==> config.mk <==
export PLATFORM = sky130hd
export DESIGN_NAME = look_elevator_request_queue
export DESIGN_NICKNAME = d
export VERILOG_FILES = /design/src/lerq_pkg.sv /design/src/lerq_cell.sv /design/src/look_elevator_request_queue.sv
export SDC_FILE = /design/constraint.sdc
export NUM_CORES = 2
export LEC_CHECK = 0
export BUFFER_PORTS_ARGS = -buffer_cell sky130_fd_sc_hd__buf_2
export CELL_PAD_IN_SITES_DETAIL_PLACEMENT = 1
export CELL_PAD_IN_SITES_GLOBAL_PLACEMENT = 1
export CORE_MARGIN = 2
export CORE_UTILIZATION = 45
export CTS_CLUSTER_SIZE = 25
export DETAILED_ROUTE_END_ITERATION = 12
export PLACE_DENSITY_LB_ADDON = 0.12
export SYNTH_ARGS = -nofsm -noshare
export SYNTH_HDL_FRONTEND = slang
export SYNTH_HIERARCHICAL = 1
export SYNTH_SLANG_ARGS = --single-unit
==> constraint.sdc <==
create_clock -name i_clk -period 4.1 [get_ports i_clk]
set_input_delay 0.205 -clock i_clk [delete_from_list [all_inputs] [get_ports i_clk]]
set_output_delay 0.205 -clock i_clk [all_outputs]
set_load 0.01 [all_outputs]
==> src/lerq_pkg.sv <==
// ----------------------------------------------------------------------------
// lerq_pkg: shared types and helpers for the LOOK elevator request queue
// Request and result formats, status codes, cell handoff records and the
// sweep ordering key.
// ----------------------------------------------------------------------------
package lerq_pkg;

    // Sizes
    localparam int QUEUE_DEPTH = 16;
    localparam int TRACK_MAX   = 99;
    localparam int TRK_W       = 7;
    localparam int TAG_W       = 16;
    localparam int LEN_W       = 5;
    localparam int CNT_W       = $clog2(QUEUE_DEPTH + 1);
    localparam int SPAN        = TRACK_MAX + 1;
    localparam int KEY_W       = $clog2(2 * SPAN);

    // Operation and status codes
    typedef enum logic [0:0] {
        OP_ADD = 1'b0,
        OP_GET = 1'b1
    } t_opcode;

    typedef enum logic [1:0] {
        ST_OK    = 2'd0,
        ST_EMPTY = 2'd1,
        ST_FULL  = 2'd2
    } t_status;

    // Request and result payloads
    typedef struct packed {
        t_opcode          opcode;
        logic [TRK_W-1:0] req_track;
        logic [TAG_W-1:0] req_tag;
    } t_req;

    typedef struct packed {
        t_status          status;
        logic [TRK_W-1:0] served_track;
        logic [TAG_W-1:0] served_tag;
        logic [LEN_W-1:0] queue_length;
        logic             moving_up;
    } t_res;

    // One stored entry
    typedef struct packed {
        logic [TRK_W-1:0] track;
        logic [TAG_W-1:0] tag;
    } t_entry;

    // Entry travelling down the chain during an insert
    typedef struct packed {
        logic   valid;
        logic   placed;
        t_entry ent;
    } t_carry;

    // Broadcast control from the top level to every cell
    typedef struct packed {
        logic             shift;
        logic             head_known;
        logic             sweep_up;
        logic [TRK_W-1:0] head_track;
        logic [CNT_W-1:0] fill;
    } t_cell_ctl;

    // Ordering key: group 0 is the remaining sweep, group 1 the return sweep
    function automatic logic [KEY_W-1:0] sweep_key(
        input logic [TRK_W-1:0] trk,
        input logic [TRK_W-1:0] head,
        input logic             up
    );
        logic [KEY_W-1:0] k;
        if (up) begin
            if (trk >= head) begin
                k = KEY_W'(trk);
            end else begin
                k = KEY_W'(SPAN) + (KEY_W'(TRACK_MAX) - KEY_W'(trk));
            end
        end else begin
            if (trk <= head) begin
                k = KEY_W'(TRACK_MAX) - KEY_W'(trk);
            end else begin
                k = KEY_W'(SPAN) + KEY_W'(trk);
            end
        end
        return k;
    endfunction

endpackage

==> src/lerq_cell.sv <==
// ----------------------------------------------------------------------------
// lerq_cell: one slot of the request chain
// Holds one entry. On an insert it either passes the request on to the next
// cell or takes it and hands its own entry, if it holds one, onward; on a get
// it takes the entry of the next cell.
// ----------------------------------------------------------------------------
module lerq_cell (
    input  logic                       i_clk,
    input  logic                       i_rst_n,
    input  logic [lerq_pkg::CNT_W-1:0] i_idx,
    input  lerq_pkg::t_cell_ctl        i_ctl,
    input  lerq_pkg::t_carry           i_carry,
    input  lerq_pkg::t_entry           i_next,
    output lerq_pkg::t_carry           o_carry,
    output lerq_pkg::t_entry           o_entry
);
    import lerq_pkg::*;

    t_entry           r_entry;
    t_carry           r_carry;
    logic             w_occ;
    logic             w_gt;
    logic             w_take;
    logic [KEY_W-1:0] w_key_own;
    logic [KEY_W-1:0] w_key_in;

    // Decide whether the passing request lands here
    always_comb begin
        w_occ     = i_idx < i_ctl.fill;
        w_key_own = sweep_key(r_entry.track, i_ctl.head_track, i_ctl.sweep_up);
        w_key_in  = sweep_key(i_carry.ent.track, i_ctl.head_track, i_ctl.sweep_up);
        w_gt      = i_ctl.head_known && (w_key_own > w_key_in);
        w_take    = i_carry.valid && (i_carry.placed || !w_occ || w_gt);
    end

    // Track whether a request is moving on to the next cell, and what it carries
    always_ff @(posedge i_clk) begin
        if (!i_rst_n) begin
            r_carry.valid <= 1'b0;
        end else if (w_take) begin
            r_carry.valid <= w_occ;
        end else begin
            r_carry.valid <= i_carry.valid;
        end
        if (w_take) begin
            r_carry.placed <= 1'b1;
            r_carry.ent    <= r_entry;
        end else begin
            r_carry.placed <= i_carry.placed;
            r_carry.ent    <= i_carry.ent;
        end
    end

    // Swap or pass the entry, or advance on a get
    always_ff @(posedge i_clk) begin
        if (i_ctl.shift) begin
            r_entry <= i_next;
        end else if (w_take) begin
            r_entry <= i_carry.ent;
        end
    end

    assign o_carry = r_carry;
    assign o_entry = r_entry;

endmodule

==> src/look_elevator_request_queue.sv <==
// ----------------------------------------------------------------------------
// look_elevator_request_queue: LOOK (elevator) disk request queue
// Result strobe comes in the cycle after a request is accepted; the receiver
// cannot stall it. A get holds busy low: next request may follow at once.
// An add walks the cell chain one cell per cycle: busy stays high while the
// displaced entries move on through the cells already holding requests.
// Synchronous reset empties the queue, forgets the head and sweeps upward.
// ----------------------------------------------------------------------------
module look_elevator_request_queue (
    input  logic           i_clk,
    input  logic           i_rst_n,
    input  logic           start,
    input  lerq_pkg::t_req i_req,
    output logic           busy,
    output logic           o_strobe,
    output lerq_pkg::t_res o_res
);
    import lerq_pkg::*;

    logic [CNT_W-1:0] r_count, n_count;
    logic [TRK_W-1:0] r_head, n_head;
    logic             r_known, n_known;
    logic             r_up, n_up;
    logic             r_strobe;
    t_res             r_res, n_res;

    t_carry     w_cin  [QUEUE_DEPTH];
    t_carry     w_cout [QUEUE_DEPTH];
    t_entry     w_ent  [QUEUE_DEPTH];
    t_entry     w_nxt  [QUEUE_DEPTH];
    logic [QUEUE_DEPTH-1:0] w_moving;

    logic             w_acc;
    logic             w_get;
    logic             w_add_ok;
    logic             w_get_ok;
    logic [TRK_W-1:0] w_trk;
    t_cell_ctl        w_ctl;
    t_carry           w_inject;

    // Request accept and saturation of the incoming track
    always_comb begin
        w_acc    = start && !busy;
        w_get    = i_req.opcode == OP_GET;
        w_add_ok = w_acc && !w_get && (r_count != CNT_W'(QUEUE_DEPTH));
        w_get_ok = w_acc && w_get && (r_count != '0);
        w_trk    = (i_req.req_track > TRK_W'(TRACK_MAX)) ? TRK_W'(TRACK_MAX)
                                                         : i_req.req_track;
    end

    // Feed the chain
    always_comb begin
        w_inject.valid     = w_add_ok;
        w_inject.placed    = 1'b0;
        w_inject.ent.track = w_trk;
        w_inject.ent.tag   = i_req.req_tag;
        w_ctl.shift        = w_get_ok;
        w_ctl.head_known   = r_known;
        w_ctl.sweep_up     = r_up;
        w_ctl.head_track   = r_head;
        w_ctl.fill         = r_count - CNT_W'(busy);
    end

    // Cell chain
    genvar g;
    generate
        for (g = 0; g < QUEUE_DEPTH; g++) begin : g_cell
            if (g == 0) begin : g_first
                assign w_cin[g] = w_inject;
            end else begin : g_rest
                assign w_cin[g] = w_cout[g-1];
            end
            if (g == QUEUE_DEPTH - 1) begin : g_last
                assign w_nxt[g] = '0;
            end else begin : g_mid
                assign w_nxt[g] = w_ent[g+1];
            end
            assign w_moving[g] = w_cout[g].valid;

            lerq_cell u_cell (
                .i_clk   (i_clk),
                .i_rst_n (i_rst_n),
                .i_idx   (CNT_W'(g)),
                .i_ctl   (w_ctl),
                .i_carry (w_cin[g]),
                .i_next  (w_nxt[g]),
                .o_carry (w_cout[g]),
                .o_entry (w_ent[g])
            );
        end
    endgenerate

    assign busy = |w_moving;

    // Next queue state and result
    always_comb begin
        n_count = r_count;
        n_head  = r_head;
        n_known = r_known;
        n_up    = r_up;
        n_res   = '0;
        if (w_add_ok) begin
            n_count = r_count + CNT_W'(1);
        end
        if (w_get_ok) begin
            n_count = r_count - CNT_W'(1);
            n_head  = w_ent[0].track;
            n_known = 1'b1;
            if (r_known && (w_ent[0].track > r_head)) begin
                n_up = 1'b1;
            end else if (r_known && (w_ent[0].track < r_head)) begin
                n_up = 1'b0;
            end
            n_res.served_track = w_ent[0].track;
            n_res.served_tag   = w_ent[0].tag;
        end
        if (w_acc && w_get && !w_get_ok) begin
            n_res.status = ST_EMPTY;
        end else if (w_acc && !w_get && !w_add_ok) begin
            n_res.status = ST_FULL;
        end else begin
            n_res.status = ST_OK;
        end
        n_res.queue_length = LEN_W'(n_count);
        n_res.moving_up    = n_up;
    end

    // Control registers
    always_ff @(posedge i_clk) begin
        if (!i_rst_n) begin
            r_count  <= '0;
            r_head   <= '0;
            r_known  <= 1'b0;
            r_up     <= 1'b1;
            r_strobe <= 1'b0;
        end else begin
            r_count  <= n_count;
            r_head   <= n_head;
            r_known  <= n_known;
            r_up     <= n_up;
            r_strobe <= w_acc;
        end
    end

    // Hold the result for its strobe cycle
    always_ff @(posedge i_clk) begin
        if (w_acc) begin
            r_res <= n_res;
        end
    end

    assign o_strobe = r_strobe;
    assign o_res    = r_res;

endmodule
==> results.py <==
metrics = {
    "outcome": {
        "run_status": "finished with violations",
        "violations": "setup timing",
    },
    "power_and_ir_drop": {
        "p_comb_frac": 0.482,
        "pwr-share-clk": 0.221,
        "power_frac_seq": 0.297,
        "p_int_mw": 23.9,
        "cellLeakagePower_nw": 26.8,
        "switchingPower_mw": 14.5,
        "p_sw_frac": 0.377,
        "power.density_nw_per_um2": 587,
        "vdd_drop_max_v": 0.000351,
    },
    "timing": {
        "worst_slew_pin_slew_ns": 0.810,
        "drv_slew": 0,
        "rsz0062_at_grt": "yes",
        "setup_viol_count_final": 374,
        "finalWorstSetupSlack_ns": -0.180,
        "tns_ns": -30.24,
        "finalHoldViolations": 0,
        "period_share": 1.04,
        "min_period_ns": 4.28,
        "max_slew_margin": 0.460,
        "clock-skew-final_ns": 0.0339,
        "fmax_ghz": 0.234,
    },
    "critical_path": {
        "worstSetupPathType": "reg -> reg",
        "r2r_setup_slack_ns": -0.18,
        "worst-path-max-fanout": 17,
        "worstPathRequired_ns": 4.54,
        "cp-end-kind": "register",
        "crit_slowest_cell": "dfxtp_4",
        "critical-path-max-stage-delay_ns": 0.35,
        "path_delay_family": "buffers and inverters",
        "crit_chain": "buf_12 > buf_4 > buf_12 > inv_1 > ha_1 > a211oi_2 > o21bai_2 > o22ai_1 > buf_4 > mux2_2 > mux2i_1 > xor2_1 > ha_2 > nand4_1 > nor2b_1 > a211oi_2 > buf_4 > o31ai_4 > buf_4 > buf_12 > nand2b_2 > buf_12",
        "start_kind": "register",
        "critPathArrivalTime_ns": 4.72,
        "crit_buf_inv": 9,
    },
    "final_layout": {
        "final_cell_mix": "mux2_2 (545), ha_1 (528), buf_4 (479)",
        "layout_commonest_cell": "mux2_2",
        "final_cells": 7495,
        "syn2layout_area_growth_pct": 22.3,
        "fin_util": 0.555,
        "nNetsFinal": 6464,
        "diodes": 0,
        "drive_gt1_frac": 0.298,
    },
    "global_routing": {
        "grt.total_usage": 0.258,
        "use_met3": 0.0268,
        "grt_remaining_overflow": 0,
        "grt_max_degree": 119,
        "busiest_layer": "met2",
        "grt_antenna_before_repair": 0,
        "grtUsageMet1": 0.336,
        "grt_use_met2": 0.445,
        "grt_pass1_wl_mm": 251,
        "grt_pass1_vias": 44475,
    },
    "floorplanning": {
        "dieHeight_um": 349,
        "start_util": 0.453,
        "pin_count": 60,
        "die_w_um": 349,
        "core_area_um2": 118000,
        "die_area_um2": 122000,
        "num_rows": 126,
    },
    "detailed_routing": {
        "wl_per_cell_um": 21.6,
        "postRouteAntennaNets": 0,
        "via_per_inst": 5.65,
        "routed_wl_mm": 162,
        "drc_errors": 0,
        "drt_pass1_iterations": 5,
        "drt_iter0_markers": 2149,
        "dr_total_vias": 42345,
    },
    "clock_tree": {
        "cts_tree": "done",
        "htree_levels": 3,
        "cts_buffers": 90,
        "path_clk_slew_ns": 0.06,
        "clockBufferDepth": 3,
        "clk_latency_ns": 0.70,
        "cts.sink_count": 790,
        "cts-root-buf": "clkbuf_16",
    },
    "placed_design": {
        "dp_hpwl_mm": 117,
        "place.gp.congestion": 0.911,
        "dp.cells": 7248,
        "port_buffers": 59,
    },
    "synth": {
        "postSynthCellCount": 5255,
        "synth_area_um2": 53500,
        "ys_warn_count": 6,
        "synth_area_per_cell_um2": 10.2,
    },
    "worst_hold_path": {
        "hp-class": "in -> reg",
    },
    "run": {
        "max_cap_viol_count": 0,
    },
}
-- power by group through the flow --
stage	combinational (mW)	clock, mW	sequential [mW]
after floorplan	11.6	0	11.2
after global placement	16.4	0	11.4
after detailed placement	17.1	0	11.5
after CTS	18.0	8.71	11.4
after global routing	20.5	9.00	11.6
final	18.5	8.49	11.4
-- final timing paths --
path	start	endpoint	depth (start not counted)
setup / recovery	r_head[4]	g_cell[8].u_cell/o_entry[0]	22
hold reg to reg	g_cell[0].u_cell/o_carry[1]	g_cell[1].u_cell/o_carry[1]	1
hold / removal	i_req[17]	g_cell[0].u_cell/o_carry[17]	4
setup reg to reg	r_head[4]	g_cell[8].u_cell/o_entry[0]	22
-- sequential cells by signal, indices dropped and copies added, names as in the netlist --
name                   cells
r_head                     7
g_cell.u_cell/o_carry    376
r_up                       1
r_count                    5
o_strobe                   1
o_res                     31
r_known                    1
g_cell.u_cell/o_entry    368
-- repair_timing --
| action | 4_1_cts | 5_1_grt |
|---|---|---|
| setup buffers | 33 | 22 |
| hold buffers | 18 | 0 |
| setup endpoints to repair | 678 | 713 |
| gates cloned | 5 | 5 |
| resized for setup | 194 | 140 |
| pin swaps | 77 | 98 |
| endpoints found under the hold margin | 36 | 0 |
-- layer usage --
metal  share of wire  wire length (µm)
met5               0                 0
met4           0.033              5350
met3           0.026              4280
met2            0.49             79000
met1            0.45             73200
-- final cells by class --
cell class	instances	area, µm²
clock buffers	120	2540
well taps	1536	1920
fillers	12790	52500
flip-flops and latches	790	19800
clock inverters	50	621
repair buffers	678	6360
multi-input cells	3958	32700
inverters	363	1380
-- metrics by stage --
stage / power (mW) / setup slack, ns / hold WS (ns) / area, µm²
2_1_floorplan: 22.7 / 0.0716 / 0.326 / 53900
3_3_place_gp: 27.9 / -0.235 / 0.455 / 59900
3_5_place_dp: 28.6 / -0.295 / 0.456 / 59900
4_1_cts: 38.0 / -0.136 / 0.0213 / 64500
5_1_grt: 41.0 / -0.335 / 0.0608 / 65400
6_report: 38.4 / -0.180 / 0.0700 / 65400
-- worst min-delay path, cell delays in order --
cell and delay (ns):
buf_2 0.07, nand2b_1 0.13, buf_4 0.16, mux2_4 0.15
Power figures use the tool's default switching activity.
